$ cat config.mk
export PLATFORM = sky130hd
export DESIGN_NAME = go_back_n_link_controller_core
export DESIGN_NICKNAME = d
export VERILOG_FILES = /design/src/rtl/core/gbn_pkg.sv /design/src/rtl/core/gbn_ctrl.sv /design/src/rtl/core/gbn_datapath.sv /design/src/rtl/core/go_back_n_link_controller_core.sv
export SDC_FILE = /design/constraint.sdc
export NUM_CORES = 1
export LEC_CHECK = 0
export BUFFER_PORTS_ARGS = -buffer_cell sky130_fd_sc_hd__buf_2
export CORE_ASPECT_RATIO = 1.75
export CORE_MARGIN = 1
export CORE_UTILIZATION = 40
export DETAILED_ROUTE_END_ITERATION = 6
export PLACE_DENSITY_LB_ADDON = 0.3
export SLEW_MARGIN = 0
export SYNTH_ARGS = -nofsm -noshare
export SYNTH_HDL_FRONTEND = slang
export SYNTH_SLANG_ARGS = --single-unit
$ cat constraint.sdc
create_clock -name clk -period 4 [get_ports clk]
set_input_delay 0.4 -clock clk [delete_from_list [all_inputs] [get_ports clk]]
set_output_delay 0.4 -clock clk [all_outputs]
set_load 0.02 [all_outputs]
$ cat src/rtl/core/gbn_pkg.sv
// Package for the go-back-N link controller core.
// Holds the word types, event and action codes, and the controller-datapath signals.
// No dependencies.
`default_nettype none

package gbn_pkg;

    localparam int SEQ_W    = 3;
    localparam int SLOT_W   = 2;
    localparam int LEN_W    = 9;
    localparam int CNT_W    = 3;
    localparam int WINDOW_SLOTS = 4;

    localparam logic [LEN_W-1:0] PACKET_BYTES  = 9'd256;
    localparam logic [LEN_W-1:0] MIN_FRAME_LEN = 9'd5;
    localparam logic [LEN_W-1:0] DATA_OVERHEAD = 9'd7;
    localparam logic [LEN_W-1:0] DATA_HDR_LEN  = 9'd3;
    localparam logic [LEN_W-1:0] ACK_LEN       = 9'd2;
    localparam logic [CNT_W-1:0] WINDOW_FULL   = 3'd4;

    localparam logic [1:0] CMD_PACKET  = 2'd0;
    localparam logic [1:0] CMD_PHYS    = 2'd1;
    localparam logic [1:0] CMD_FRAME   = 2'd2;
    localparam logic [1:0] CMD_TIMEOUT = 2'd3;

    localparam logic [1:0] KIND_DATA = 2'd1;
    localparam logic [1:0] KIND_ACK  = 2'd2;

    localparam logic [2:0] ACT_SEND    = 3'd0;
    localparam logic [2:0] ACT_ACK     = 3'd1;
    localparam logic [2:0] ACT_DELIVER = 3'd2;
    localparam logic [2:0] ACT_STOP    = 3'd3;
    localparam logic [2:0] ACT_GATE    = 3'd4;

    typedef struct packed {
        logic [1:0]       cmd;
        logic [LEN_W-1:0] packet_len;
        logic [LEN_W-1:0] frame_len;
        logic             frame_crc_ok;
        logic [1:0]       frame_kind;
        logic [SEQ_W-1:0] frame_seq;
        logic [SEQ_W-1:0] ack_num;
    } evt_word_t;

    typedef struct packed {
        logic [2:0]        action;
        logic [SEQ_W-1:0]  seq_num;
        logic [SLOT_W-1:0] slot;
        logic [LEN_W-1:0]  byte_count;
        logic              net_enable;
        logic              last;
    } act_word_t;

    typedef struct packed {
        logic capture;
        logic emit_body;
        logic emit_gate;
    } ctl_cmd_t;

    typedef struct packed {
        logic body_valid;
        logic out_free;
    } dp_status_t;

endpackage

`default_nettype wire

$ cat src/rtl/core/gbn_ctrl.sv
// Controller state machine of the go-back-N link controller.
// Sequences one event into its results and the closing gate word; uses gbn_pkg.
`default_nettype none

module gbn_ctrl
    import gbn_pkg::*;
(
    input  wire logic       clk,
    input  wire logic       rst_n,
    input  wire logic       evt_valid,
    output logic            evt_stall,
    input  wire dp_status_t status,
    output ctl_cmd_t        ctl
);

    typedef enum logic [1:0] {
        ST_IDLE = 2'b01,
        ST_RUN  = 2'b10
    } state_t;

    state_t state_reg;
    state_t state_next;

    always_ff @(posedge clk or negedge rst_n)
    begin
        if (!rst_n)
        begin
            state_reg <= ST_IDLE;
        end
        else
        begin
            state_reg <= state_next;
        end
    end

    always_comb
    begin
        state_next    = state_reg;
        ctl.capture   = 1'b0;
        ctl.emit_body = 1'b0;
        ctl.emit_gate = 1'b0;
        evt_stall     = 1'b1;
        unique case (state_reg)
            ST_IDLE:
            begin
                evt_stall   = 1'b0;
                ctl.capture = evt_valid;
                if (evt_valid)
                begin
                    state_next = ST_RUN;
                end
            end
            ST_RUN:
            begin
                if (status.out_free)
                begin
                    if (status.body_valid)
                    begin
                        ctl.emit_body = 1'b1;
                    end
                    else
                    begin
                        ctl.emit_gate = 1'b1;
                        state_next    = ST_IDLE;
                    end
                end
            end
            default:
            begin
                state_next = ST_IDLE;
            end
        endcase
    end

endmodule

`default_nettype wire

$ cat src/rtl/core/gbn_datapath.sv
// Datapath of the go-back-N link controller: window state, slot lengths and output register.
// Builds each result word on command from gbn_ctrl; uses gbn_pkg.
`default_nettype none

module gbn_datapath
    import gbn_pkg::*;
#(
    parameter logic [LEN_W-1:0] MAX_PACKET_LEN = PACKET_BYTES
)
(
    input  wire logic      clk,
    input  wire logic      rst_n,
    input  wire evt_word_t evt,
    input  wire ctl_cmd_t  ctl,
    output dp_status_t     status,
    output logic           act_valid,
    output act_word_t      act,
    input  wire logic      act_stall
);

    evt_word_t        ev_reg;
    logic [SEQ_W-1:0] ack_exp_reg;
    logic [SEQ_W-1:0] next_send_reg;
    logic [SEQ_W-1:0] recv_exp_reg;
    logic [CNT_W-1:0] buffered_reg;
    logic             phys_ready_reg;
    logic [CNT_W-1:0] step_reg;
    logic [LEN_W-1:0] slot_len_reg [WINDOW_SLOTS];
    logic             out_valid_reg;
    act_word_t        out_reg;

    logic [LEN_W-1:0] plen_sat;
    logic [LEN_W-1:0] dlen_raw;
    logic [LEN_W-1:0] dlen_sat;
    logic             frame_good;
    logic             in_win;
    logic [SEQ_W-1:0] resend_seq;
    logic             body_valid;
    act_word_t        body_word;
    act_word_t        gate_word;

    assign plen_sat   = (ev_reg.packet_len > MAX_PACKET_LEN) ?
                        MAX_PACKET_LEN : ev_reg.packet_len;
    assign dlen_raw   = (ev_reg.frame_len >= DATA_OVERHEAD) ?
                        (ev_reg.frame_len - DATA_OVERHEAD) : '0;
    assign dlen_sat   = (dlen_raw > MAX_PACKET_LEN) ? MAX_PACKET_LEN : dlen_raw;
    assign frame_good = (ev_reg.frame_len >= MIN_FRAME_LEN) && ev_reg.frame_crc_ok;
    assign resend_seq = ack_exp_reg + SEQ_W'(step_reg);

    always_comb
    begin
        if (ack_exp_reg <= next_send_reg)
        begin
            in_win = (ack_exp_reg <= ev_reg.ack_num) && (ev_reg.ack_num < next_send_reg);
        end
        else
        begin
            in_win = (ack_exp_reg <= ev_reg.ack_num) || (ev_reg.ack_num < next_send_reg);
        end
    end

    always_comb
    begin
        body_valid = 1'b0;
        body_word  = '0;
        unique case (ev_reg.cmd)
            CMD_PACKET:
            begin
                body_valid           = (step_reg == '0) && (buffered_reg < WINDOW_FULL);
                body_word.action     = ACT_SEND;
                body_word.seq_num    = next_send_reg;
                body_word.slot       = next_send_reg[SLOT_W-1:0];
                body_word.byte_count = DATA_HDR_LEN + plen_sat;
            end
            CMD_PHYS:
            begin
                body_valid = 1'b0;
            end
            CMD_FRAME:
            begin
                if (frame_good && (ev_reg.frame_kind == KIND_ACK))
                begin
                    body_valid        = (buffered_reg != '0) && in_win;
                    body_word.action  = ACT_STOP;
                    body_word.seq_num = ack_exp_reg;
                end
                else if (frame_good && (ev_reg.frame_kind == KIND_DATA) &&
                         (ev_reg.frame_seq == recv_exp_reg))
                begin
                    body_valid        = (step_reg < CNT_W'(2));
                    body_word.seq_num = ev_reg.frame_seq;
                    if (step_reg == '0)
                    begin
                        body_word.action     = ACT_DELIVER;
                        body_word.byte_count = dlen_sat;
                    end
                    else
                    begin
                        body_word.action     = ACT_ACK;
                        body_word.byte_count = ACK_LEN;
                    end
                end
            end
            CMD_TIMEOUT:
            begin
                body_valid           = (step_reg < buffered_reg);
                body_word.action     = ACT_SEND;
                body_word.seq_num    = resend_seq;
                body_word.slot       = resend_seq[SLOT_W-1:0];
                body_word.byte_count = DATA_HDR_LEN + slot_len_reg[resend_seq[SLOT_W-1:0]];
            end
            default:
            begin
                body_valid = 1'b0;
            end
        endcase
    end

    always_comb
    begin
        gate_word            = '0;
        gate_word.action     = ACT_GATE;
        gate_word.last       = 1'b1;
        gate_word.net_enable = (buffered_reg < WINDOW_FULL) &&
                               (phys_ready_reg || (ev_reg.cmd == CMD_PHYS));
    end

    always_ff @(posedge clk or negedge rst_n)
    begin
        if (!rst_n)
        begin
            ack_exp_reg    <= '0;
            next_send_reg  <= '0;
            recv_exp_reg   <= '0;
            buffered_reg   <= '0;
            phys_ready_reg <= 1'b0;
            step_reg       <= '0;
            out_valid_reg  <= 1'b0;
        end
        else
        begin
            if (ctl.capture)
            begin
                step_reg <= '0;
            end
            if (ctl.emit_body)
            begin
                step_reg <= step_reg + CNT_W'(1);
                unique case (ev_reg.cmd)
                    CMD_PACKET:
                    begin
                        buffered_reg   <= buffered_reg + CNT_W'(1);
                        next_send_reg  <= next_send_reg + SEQ_W'(1);
                        phys_ready_reg <= 1'b0;
                    end
                    CMD_FRAME:
                    begin
                        if (ev_reg.frame_kind == KIND_ACK)
                        begin
                            buffered_reg <= buffered_reg - CNT_W'(1);
                            ack_exp_reg  <= ack_exp_reg + SEQ_W'(1);
                        end
                        else if (step_reg != '0)
                        begin
                            phys_ready_reg <= 1'b0;
                            recv_exp_reg   <= recv_exp_reg + SEQ_W'(1);
                        end
                    end
                    CMD_TIMEOUT:
                    begin
                        phys_ready_reg <= 1'b0;
                    end
                    default:
                    begin
                    end
                endcase
            end
            if (ctl.emit_gate && (ev_reg.cmd == CMD_PHYS))
            begin
                phys_ready_reg <= 1'b1;
            end
            if (ctl.emit_body || ctl.emit_gate)
            begin
                out_valid_reg <= 1'b1;
            end
            else if (!act_stall)
            begin
                out_valid_reg <= 1'b0;
            end
        end
    end

    always_ff @(posedge clk)
    begin
        if (ctl.capture)
        begin
            ev_reg <= evt;
        end
        if (ctl.emit_body && (ev_reg.cmd == CMD_PACKET))
        begin
            slot_len_reg[next_send_reg[SLOT_W-1:0]] <= plen_sat;
        end
        if (ctl.emit_body)
        begin
            out_reg <= body_word;
        end
        else if (ctl.emit_gate)
        begin
            out_reg <= gate_word;
        end
    end

    assign status.body_valid = body_valid;
    assign status.out_free   = !out_valid_reg || !act_stall;
    assign act_valid         = out_valid_reg;
    assign act               = out_reg;

endmodule

`default_nettype wire

$ cat src/rtl/core/go_back_n_link_controller_core.sv
// Go-back-N link controller core: one link event in, one to five action words out.
// An event is accepted in the idle state; the run state then emits its action words in turn,
// holding while the output is stalled, and each word is registered before it is presented.
// The output register lets the next event be accepted while the gate word waits.
// Reset is asynchronous, active low, and clears the window state and all control.
// Built from gbn_ctrl and gbn_datapath; uses gbn_pkg.
`default_nettype none

module go_back_n_link_controller_core
    import gbn_pkg::*;
#(
    parameter logic [LEN_W-1:0] MAX_PACKET_LEN = PACKET_BYTES
)
(
    input  wire logic      clk,
    input  wire logic      rst_n,
    input  wire logic      evt_valid,
    output logic           evt_stall,
    input  wire evt_word_t evt,
    output logic           act_valid,
    input  wire logic      act_stall,
    output act_word_t      act
);

    ctl_cmd_t   ctl;
    dp_status_t status;

    gbn_ctrl u_ctrl (
        .clk       (clk),
        .rst_n     (rst_n),
        .evt_valid (evt_valid),
        .evt_stall (evt_stall),
        .status    (status),
        .ctl       (ctl)
    );

    gbn_datapath #(
        .MAX_PACKET_LEN (MAX_PACKET_LEN)
    ) u_datapath (
        .clk       (clk),
        .rst_n     (rst_n),
        .evt       (evt),
        .ctl       (ctl),
        .status    (status),
        .act_valid (act_valid),
        .act       (act),
        .act_stall (act_stall)
    );

endmodule

`default_nettype wire

==> results of run 1 <==
cell usage after synthesis (all sizes together) (3+ instances only):
library cell,count
nor3,8
a31oi,4
nand2b,8
inv,25
and3,4
nor3b,3
mux2,4
nor4,7
buf,4
nand2,23
a211oi,3
mux4,4
mux2i,12
dfrtp,18
o22a,6
and2,7
a21boi,5
xor2,6
ha,28
xnor2,17
nand4,4
or4,3
clkbuf,5
o21ai,13
nor2b,13
a21oi,11
o22ai,5
nor2,27
edfxtp,82
nand3,8
layout make-up:
class                   instances  area (µm²)  share of cell area
clock inverters                 5        43.8             0.00735
well taps                     168         210              0.0353
clock buffers                  11         233              0.0390
inverters                      25        93.8              0.0157
repair buffers                 60         320              0.0537
flip-flops and latches        103        2980               0.500
multi-input cells             269        2080               0.349
routing by layer:
metal  global-route usage  up-vias
li1                     -     1646
met1                0.197     1684
met2                0.338       98
met3               0.0286       32
met4                0.117        0
met5                    0        -
report_power, final:
group | internal [µW] | switching (µW)
combinational | 383 | 579
clock | 429 | 399
sequential | 1310 | 106
total | 2120 | 1080
worst max-delay path by stage:
stage	start	to	slack (ns)	cells after the start
after global placement	u_datapath.step_reg[0]	u_datapath.act[6]	0.92	11
after floorplan	u_datapath.step_reg[0]	u_datapath.act[7]	1.00	8
after global routing	u_datapath.step_reg[0]	u_datapath.act[8]	0.59	11
after CTS	u_datapath.step_reg[0]	u_datapath.act[8]	0.81	11
after detailed placement	u_datapath.step_reg[0]	u_datapath.act[8]	0.85	11
final	u_datapath.step_reg[0]	u_datapath.act[8]	0.84	11
metrics by stage:
step,cells,area [µm²],total power [µW],utilization,setup slack [ns]
after detailed placement,624,5680,2410,0.452,0.847
final,641,5960,3210,0.474,0.844
after CTS,641,5960,3230,0.474,0.812
after floorplan,406,5210,2110,-,1.00
after global placement,624,5680,2390,0.452,0.922
after global routing,641,5960,3390,0.474,0.589
logic make-up (layout without fill, tap and decap cells):
group,Yosys count,in the layout,synth area share
AND/OR/NAND/NOR,123,123,0.132
flip-flops,103,103,0.572
AO/OA/AOI/OAI,73,73,0.103
buffers and inverters,34,101,0.0286
adder cells (fa/ha/maj),30,30,0.0749
XOR/XNOR,23,23,0.0387
multiplexers,20,20,0.0504
==> results.json, run 1 <==
{
  "max_slew_margin": 0.465,
  "clkLatencyLatePin_ns": 0.35,
  "diodes": 0,
  "cp.arrival_ns": 3.24,
  "grt_pass1_vias": 3688,
  "cts_inserted_buffers": 9,
  "critPathSlowestCell": "fa_1",
  "critPathRequiredTime_ns": 4.08,
  "syn-num-nets": 469,
  "wl_met2_mm": 6.42,
  "power.leakage_uw": 0.00232,
  "min_to": "u_datapath.ev_reg[28]",
  "layout.nets": 531,
  "drtAntennaViolNets": 0,
  "layout_common_cells": "82 x edfxtp_1, 53 x buf_2, 28 x ha_1",
  "cts_resized": 0,
  "r2r-end": "u_datapath.act[8]",
  "core_mm2": 0.0126,
  "synth_edf_count": 82,
  "ys_seq_area_frac": 0.572,
  "grt_max_degree": 20,
  "cpLargestDelayFamily": "adder cells",
  "grt_overflow": 0,
  "start_util": 0.415,
  "vdd_drop_max_uv": 275,
  "synth_top_area_cell": "edfxtp_1",
  "tightestPinTransition_ns": 0.802,
  "fin_skew_ns": 0.0101,
  "port_buffers": 53,
  "postSynthAreaPerCell_um2": 12.8,
  "crit_path_cell_trace": "ha_1, fa_1, nand2_1, o221ai_1, inv_1, ha_1, nor2_1, nand2b_1, xnor2_1, o22a_1, nor2_1",
  "cp_num_buf_inv": 1,
  "drc": 0,
  "fillers": 1159,
  "die_area_mm2": 0.0135,
  "routedLengthMet1_mm": 4.17,
  "syn_area_mm2": 0.00521,
  "syn_to_final_growth_pct": 14.4,
  "post_drt_wl_per_cell_um": 18.0,
  "routabilityCongestion": 0.873,
  "cp-start-kind": "flip-flop",
  "root_buffer": "clkbuf_16",
  "worstHoldStart": "evt[28]",
  "yosysUniqueCellTypes": 70,
  "end_kind": "flip-flop",
  "top_layer": "met4",
  "drive_above_1_share": 0.209,
  "drv_cap": 0,
  "htreeDepth": 3,
  "synthArstFlopShare": 0.184,
  "synth_ff_type": "edfxtp_1",
  "cts.clk_slew.worst_paths_ns": 0.07,
  "ff2ff_path_depth": 11,
  "postCtsHoldBufs": 1,
  "powerDensity_mw_per_mm2": 538,
  "syn-instance-count": 406,
  "num_rows": 54,
  "fin_setup_tns_ns": 0,
  "post_cts_buffers": 0,
  "finalMaxSlewViolations": 0,
  "cts_tree": "yes",
  "drt-total-wl_mm": 11.5,
  "crit_fanout": 7,
  "grt_use_total": 0.188,
  "reg2reg_slack_ns": 0.84,
  "vias": 3460,
  "ys_warn_count": 0,
  "cts.sinks": 103,
  "rsz0062_at_grt": "no",
  "largest_reg_flops": 36,
  "io_pins": 54,
  "cp_slowest_stage_delay_ns": 0.66,
  "yosysTopAreaCellShare": 0.473,
  "fmax_mhz": 317,
  "setup_viol": 0,
  "clockBufferDepth": 2,
  "ys_ff_latch": 103,
  "synthTopCellsByArea": "edfxtp_1 47%, dfrtp_1 8.6%, ha_1 6.7%, xnor2_1 2.9%, mux2i_1 2.3%",
  "first_pass_iters": 4,
  "dieWidth_um": 88.3,
  "final_common_cell": "edfxtp_1",
  "drtIter0Drc": 230,
  "hold_depth": 1,
  "hold_ws_ns": 0.222,
  "final_hold_viol_count": 0,
  "dpl.hpwl_mm": 8.82,
  "vias_per_cell": 5.40,
  "die_height_um": 153,
  "route.met3.wl_um": 394,
  "finalCritPeriodShare": 0.789,
  "antenna_found_initial": 0,
  "hold_path_class": "in2reg",
  "r2r_start": "u_datapath.step_reg[0]",
  "status": "finished, final reports clean",
  "critical_path_class": "reg2reg",
  "grt_pass1_wl_mm": 18.7,
  "period_minus_slack_ns": 3.16
}
Note: power is estimated with default switching activity, not from simulation.
==> inputs of run 2 (changes only) <==
--- a/config.mk
+++ b/config.mk
@@ -5,6 +5,7 @@
 export SDC_FILE = /design/constraint.sdc
 export NUM_CORES = 1
 export LEC_CHECK = 0
+export ABC_AREA = 1
 export BUFFER_PORTS_ARGS = -buffer_cell sky130_fd_sc_hd__buf_2
 export CORE_ASPECT_RATIO = 1.75
 export CORE_MARGIN = 1
==> constraint.sdc (replaced) <==
create_clock -name clk -period 2.5 [get_ports clk]
set_input_delay 0.25 -clock clk [delete_from_list [all_inputs] [get_ports clk]]
set_output_delay 0.25 -clock clk [all_outputs]
set_load 0.02 [all_outputs]
==> run 2 against run 1 <==
Effect of this change: the run now ends with setup timing left; setup slack worse by 1.2 ns; fmax up 12%; core utilization up 4.9 points; clock power up 71%; register-to-register slack worse by 1.2 ns; via count rose by 22%; area after synthesis grew 3.9%; largest cell class unchanged.
==> results.json, run 2 <==
{
  "status": "finished with violations",
  "violations": "setup timing",
  "die_area_mm2": 0.0140,
  "dieWidth_um": 89.9,
  "start_util": 0.414,
  "postLayoutCellArea_mm2": 0.00685,
  "clockBufferDepth": 2,
  "crit_path_cell_trace": "ha_2, fa_2, buf_6, nor2_2, o21ai_1, a21oi_1, inv_1, ha_2, or2_1, nor2_2, nand2_1, o21bai_1, o211ai_1, a21oi_2",
  "syn_to_final_growth_pct": 26.5,
  "end_kind": "flip-flop",
  "rsz0062_at_grt": "yes",
  "synthArstFlopShare": 0.184,
  "vias_per_cell": 5.05,
  "cp.arrival_ns": 3.00,
  "cp_num_buf_inv": 2,
  "power.leakage_uw": 0.00298,
  "root_buffer": "clkbuf_16",
  "r2r_start": "u_datapath.ack_exp_reg[0]",
  "cp-start-kind": "flip-flop",
  "r2r-end": "u_datapath.act[8]",
  "max_slew_margin": 0.656,
  "dpl.hpwl_mm": 9.76,
  "synth_edf_count": 82,
  "fin_skew_ns": 0.0108,
  "finalPower_uw": 5570,
  "drv_cap": 0,
  "vdd_drop_max_uv": 336,
  "largest_reg_flops": 36,
  "cp_slowest_stage_delay_ns": 0.51,
  "drc": 0,
  "fmax_mhz": 356,
  "grt_max_degree": 24,
  "ys_warn_count": 0,
  "htreeDepth": 3,
  "clkLatencyLatePin_ns": 0.34,
  "first_pass_iters": 4,
  "final_hold_viol_count": 0,
  "num_rows": 55,
  "syn-instance-count": 551,
  "cp-startpoint": "u_datapath.ack_exp_reg[0]",
  "reg2reg_slack_ns": -0.31,
  "placed_cell_area_mm2": 0.00627,
  "grt_use_total": 0.194,
  "tightestPinTransition_ns": 0.512,
  "synth_ff_type": "edfxtp_1",
  "ys_ff_latch": 103,
  "grt_pass1_wl_mm": 21.1,
  "ys_seq_area_frac": 0.551,
  "setup_viol": 7,
  "synthTopCellsByArea": "edfxtp_1 46%, nand2_1 8.5%, dfrtp_1 8.3%, ha_1 6.5%, inv_1 4.6%",
  "finalMaxSlewViolations": 0,
  "cts.sinks": 103,
  "synth_compound_area_frac": 0.0779,
  "routabilityCongestion": 0.919,
  "timing.final.ws_setup_ns": -0.308,
  "fillers": 1197,
  "antenna_found_initial": 0,
  "seqCellArea_mm2": 0.00298,
  "layout.nets": 725,
  "grt_pass1_vias": 4343,
  "fin_setup_tns_ns": -1.60,
  "cts.clk_slew.worst_paths_ns": 0.07,
  "cts_inserted_buffers": 9,
  "synth-xor-area-share": 0.0194,
  "worstHoldStart": "evt[11]",
  "hold_depth": 1,
  "drtAntennaViolNets": 0,
  "critPathSlowestCell": "fa_2",
  "period_minus_slack_ns": 2.81,
  "multiInputGateArea_mm2": 0.00225,
  "synth_top_family_by_area": "simple AND/OR/NAND/NOR gates",
  "powerDensity_mw_per_mm2": 813,
  "critical_path_class": "reg2reg",
  "drt-total-wl_mm": 12.9,
  "grt_overflow": 0,
  "synth.cells.most_frequent": "122 x nand2_1, 82 x edfxtp_1, 66 x inv_1",
  "layout_common_cells": "117 x nand2_1, 82 x edfxtp_1, 62 x inv_1",
  "synth_top_area_cell": "edfxtp_1",
  "post-route-util": 0.524,
  "post_drt_wl_per_cell_um": 15.4,
  "diodes": 0,
  "postSynthAreaPerCell_um2": 9.82,
  "final_common_cell": "nand2_1",
  "io_pins": 54,
  "drtIter0Drc": 193,
  "syn-num-nets": 614,
  "cpLargestDelayFamily": "adder cells",
  "hold_path_class": "in2reg",
  "yosysUniqueCellTypes": 42,
  "vias": 4234,
  "synth_most_common_cell": "nand2_1",
  "synth-simple-area-share": 0.215,
  "port_buffers": 53,
  "core_mm2": 0.0131,
  "finalCritPeriodShare": 1.12,
  "critPathRequiredTime_ns": 2.70,
  "die_height_um": 156,
  "syn_area_mm2": 0.00541,
  "synth.mux.area_fraction": 0,
  "post-place-ws_ns": -0.416,
  "synth_adder_area_share": 0.0721,
  "drive_above_1_share": 0.292,
  "crit_fanout": 5,
  "yosysTopAreaCellShare": 0.455,
  "cts_tree": "yes",
  "min_to": "u_datapath.ev_reg[11]",
  "ff2ff_path_depth": 14
}
run 2: cell types whose count changed after synthesis, sizes merged, moves of 10 or more:
cell | before | now
a21oi | 11 | 28
nand3 | 8 | 41
nor2 | 27 | 64
xnor2 | 17 | 4
mux2i | 12 | 0
o21ai | 13 | 23
nand2 | 23 | 127
inv | 25 | 71
nor2b | 13 | 0
run 2: cells by family after synthesis:
kind of cell             Yosys count
adder cells (fa/ha/maj)           30
buffers and inverters             83
AO/OA/AOI/OAI                     68
flip-flops                       103
XOR/XNOR                          12
AND/OR/NAND/NOR                  255
run 2: repair_timing:
action,CTS,global route
endpoints found under the setup margin,50,71
pin swaps,5,15
setup buffers,3,8
endpoints found under the hold margin,18,0
gates resized for setup,22,41
hold buffers,1,0
gates cloned,0,0
run 2: worst register-to-register path, delay by kind of cell, from the launching register on:
| kind | cells | cell delay, ns |
|---|---|---|
| AO/OA/AOI/OAI | 5 | 0.63 |
| buffers and inverters | 2 | 0.24 |
| AND/OR/NAND/NOR | 4 | 0.54 |
| flip-flops | 1 | 0.39 |
| adder cells (fa/ha/maj) | 3 | 0.87 |
run 2: worst max path at each step:
stage / end / slack (ns) / depth (start not counted)
6_report: u_datapath.act[8] / -0.31 / 14
5_1_grt: u_datapath.act[8] / -0.45 / 14
4_1_cts: u_datapath.act[6] / -0.31 / 14
3_5_place_dp: u_datapath.act[6] / -0.42 / 14
3_3_place_gp: u_datapath.act[6] / -0.31 / 14
2_1_floorplan: u_datapath.act[8] / -0.21 / 14
run 2: cell type report:
| class | count | share of cell area |
|---|---|---|
| Tap cell | 171 | 0.0312 |
| Sequential cell | 103 | 0.435 |
| Inverter | 72 | 0.0409 |
| Clock buffer | 12 | 0.0360 |
| Clock inverter | 4 | 0.00804 |
| Multi-Input combinational cell | 365 | 0.329 |
| Timing Repair Buffer | 111 | 0.120 |
run 2: per-stage QoR:
| step | hold WS, ns | std cells |
|---|---|---|
| after floorplan | -0.0456 | 551 |
| after global placement | 0.229 | 813 |
| after detailed placement | 0.235 | 813 |
| after CTS | 0.0702 | 833 |
| after global routing | 0.0634 | 838 |
| final | 0.0760 | 838 |
run 2: report_power, final:
part           switching, µW  leakage (µW)  internal [µW]
sequential               117       0.00102           2090
combinational           1180       0.00182            752
clock                    614      0.000143            809
run 2: metal layers:
layer	wire length, µm	part of all wire	track usage	vias to the layer above
li1	-	-	-	2071
met1	4590	0.36	0.196	2027
met2	7380	0.57	0.388	104
met3	482	0.037	0.0288	32
met4	435	0.034	0.0845	0
met5	0	0	0	-
==> inputs of run 3 (changes only) <==
--- a/config.mk
+++ b/config.mk
@@ -12,6 +12,7 @@
 export CORE_UTILIZATION = 40
 export DETAILED_ROUTE_END_ITERATION = 6
 export PLACE_DENSITY_LB_ADDON = 0.3
+export SETUP_SLACK_MARGIN = 0.3
 export SLEW_MARGIN = 0
 export SYNTH_ARGS = -nofsm -noshare
 export SYNTH_HDL_FRONTEND = slang
==> run 3 against run 2 <==
Effect of this change: highest routed layer unchanged; cell count grew 2.0%; the flow still finishes with violations (setup timing); clock power shrank 11%; combinational power grew 14%; flip-flop and latch count is the same; final area grew 6.2%; global-route usage grew 1.5 points; largest power group unchanged; sequential power is essentially flat; hold slack lost 0.0025 ns; die area is the same; core utilization grew 3.3 points; routed wire length grew 9.0%; setup slack gained 0.027 ns.
==> results.json, run 3 (same netlist as run 2, synthesis figures left out) <==
{
  "multiInputGateArea_mm2": 0.00251,
  "post-route-util": 0.556,
  "cts_tree": "yes",
  "vdd_drop_max_uv": 361,
  "fmax_mhz": 360,
  "num_rows": 55,
  "hold_depth": 1,
  "final_hold_viol_count": 0,
  "drtIter0Drc": 217,
  "critPathRequiredTime_ns": 2.59,
  "dieWidth_um": 89.9,
  "r2r_start": "u_datapath.step_reg[0]",
  "drv_cap": 0,
  "hold_path_class": "in2reg",
  "diodes": 0,
  "root_buffer": "clkbuf_16",
  "drtAntennaViolNets": 0,
  "finalCritPeriodShare": 1.11,
  "cts.clk_slew.worst_paths_ns": 0.07,
  "place_inst": 802,
  "drt-total-wl_mm": 14.0,
  "layout.nets": 742,
  "post_drt_wl_per_cell_um": 16.4,
  "critical_path_class": "reg2reg",
  "clockBufferDepth": 2,
  "fin_setup_tns_ns": -6.85,
  "rsz0062_at_grt": "yes",
  "routabilityCongestion": 0.902,
  "violations": "setup timing",
  "ff2ff_path_depth": 16,
  "seqCellArea_mm2": 0.00298,
  "status": "finished with violations",
  "end_kind": "flip-flop",
  "cts_inserted_buffers": 9,
  "clkLatencyLatePin_ns": 0.35,
  "crit_fanout": 6,
  "cp.arrival_ns": 2.87,
  "timing.final.ws_setup_ns": -0.281,
  "antenna_found_initial": 0,
  "reg2reg_slack_ns": -0.28,
  "period_minus_slack_ns": 2.78,
  "drive_above_1_share": 0.346,
  "drc": 0,
  "fin_skew_ns": 0.00891,
  "syn_to_final_growth_pct": 34.4,
  "grt_pass1_wl_mm": 22.4,
  "tightestPinTransition_ns": 0.470,
  "largest_reg_flops": 36,
  "dpl.hpwl_mm": 9.91,
  "die_height_um": 156,
  "r2r-end": "u_datapath.act[8]",
  "io_pins": 54,
  "powerDensity_mw_per_mm2": 785,
  "instances_no_fill": 855,
  "max_slew_margin": 0.687,
  "cp-start-kind": "flip-flop",
  "layout_common_cells": "109 x nand2_1, 82 x edfxtp_1, 60 x inv_1",
  "setup_viol": 49,
  "start_util": 0.414,
  "grt_max_degree": 24,
  "grt_pass1_vias": 4596,
  "cts.sinks": 103,
  "power.leakage_uw": 0.00310,
  "grt_use_total": 0.210,
  "finalMaxSlewViolations": 0,
  "worstHoldStart": "evt[15]",
  "htreeDepth": 3,
  "core_mm2": 0.0131,
  "final_common_cell": "nand2_1",
  "fillers": 1106,
  "port_buffers": 53,
  "die_area_mm2": 0.0140,
  "vias_per_cell": 5.17,
  "vias": 4424,
  "min_to": "u_datapath.ev_reg[15]",
  "first_pass_iters": 5,
  "grt_overflow": 0
}
## run 3: cell count changes in the layout (fill, tap and decap cells not counted), sizes merged
| cell | delta |
|---|---|
| buf | +15 |
| clkbuf | +1 |
| bufinv | -1 |
| nand2 | +1 |
| clkinv | +1 |
## run 3: cell type report
class                           instances  area share
Clock buffer                           12      0.0325
Clock inverter                          4     0.00310
Inverter                               72      0.0389
Multi-Input combinational cell        366       0.345
Sequential cell                       103       0.410
Tap cell                              171      0.0294
Timing Repair Buffer                  127       0.142
## run 3: power breakdown
| part | switching [µW] | internal, µW | leakage (µW) | total [µW] |
|---|---|---|---|---|
| combinational | 1310 | 908 | 0.00195 | 2220 |
| clock | 598 | 672 | 0.000126 | 1270 |
| sequential | 129 | 2090 | 0.00102 | 2220 |
| total | 2040 | 3670 | 0.00310 | 5710 |
## run 3: metrics by stage
stage | cell area [µm²] | hold slack (ns) | power [µW] | setup WS [ns]
5_1_grt | 7270 | 0.0661 | 6020 | -0.452
3_3_place_gp | 6220 | 0.228 | 3900 | -0.261
6_report | 7270 | 0.0735 | 5710 | -0.281
4_1_cts | 7080 | 0.0636 | 5550 | -0.225
2_1_floorplan | 5490 | -0.0456 | 3370 | -0.202
3_5_place_dp | 6220 | 0.228 | 3950 | -0.309
## run 3: per-layer routing
layer | part of all wire | vias up | track usage
met3 | 0.041 | 49 | 0.0288
met5 | 0 | - | 0
met1 | 0.35 | 2112 | 0.214
met4 | 0.046 | 0 | 0.127
li1 | - | 2108 | -
met2 | 0.56 | 155 | 0.400
## run 3: critical path, stage by stage, from the launching register on
cell and delay [ns]:
dfrtp_1 0.40, ha_2 0.19, fa_1 0.49, buf_6 0.14
inv_6 0.03, nor2_1 0.07, o21ai_1 0.07, nand2_1 0.06
nand2_1 0.05, nand2_1 0.08, inv_2 0.07, ha_4 0.16
or2_4 0.23, nor2_4 0.14, nand2_2 0.07, o211ai_1 0.20
a21oi_2 0.07
## run 3: what timing repair did
item / 4_1_cts / 5_1_grt
gates resized for setup: 76 / 23
hold buffers: 1 / 0
buffers inserted: 25 / 8
setup endpoints to repair: 69 / 73
cloned: 3 / 0
pin swaps: 29 / 9
endpoints found under the hold margin: 18 / 0
## run 3: worst max-delay path by stage
stage,from,to,slack [ns],cells after the start
after floorplan,u_datapath.ack_exp_reg[0],u_datapath.act[8],-0.20,14
after global placement,u_datapath.ack_exp_reg[0],u_datapath.act[8],-0.26,14
after detailed placement,u_datapath.ack_exp_reg[0],u_datapath.act[8],-0.31,14
after CTS,u_datapath.ack_exp_reg[0],u_datapath.act[8],-0.23,14
after global routing,u_datapath.ack_exp_reg[0],u_datapath.act[8],-0.45,15
final,u_datapath.step_reg[0],u_datapath.act[8],-0.28,16
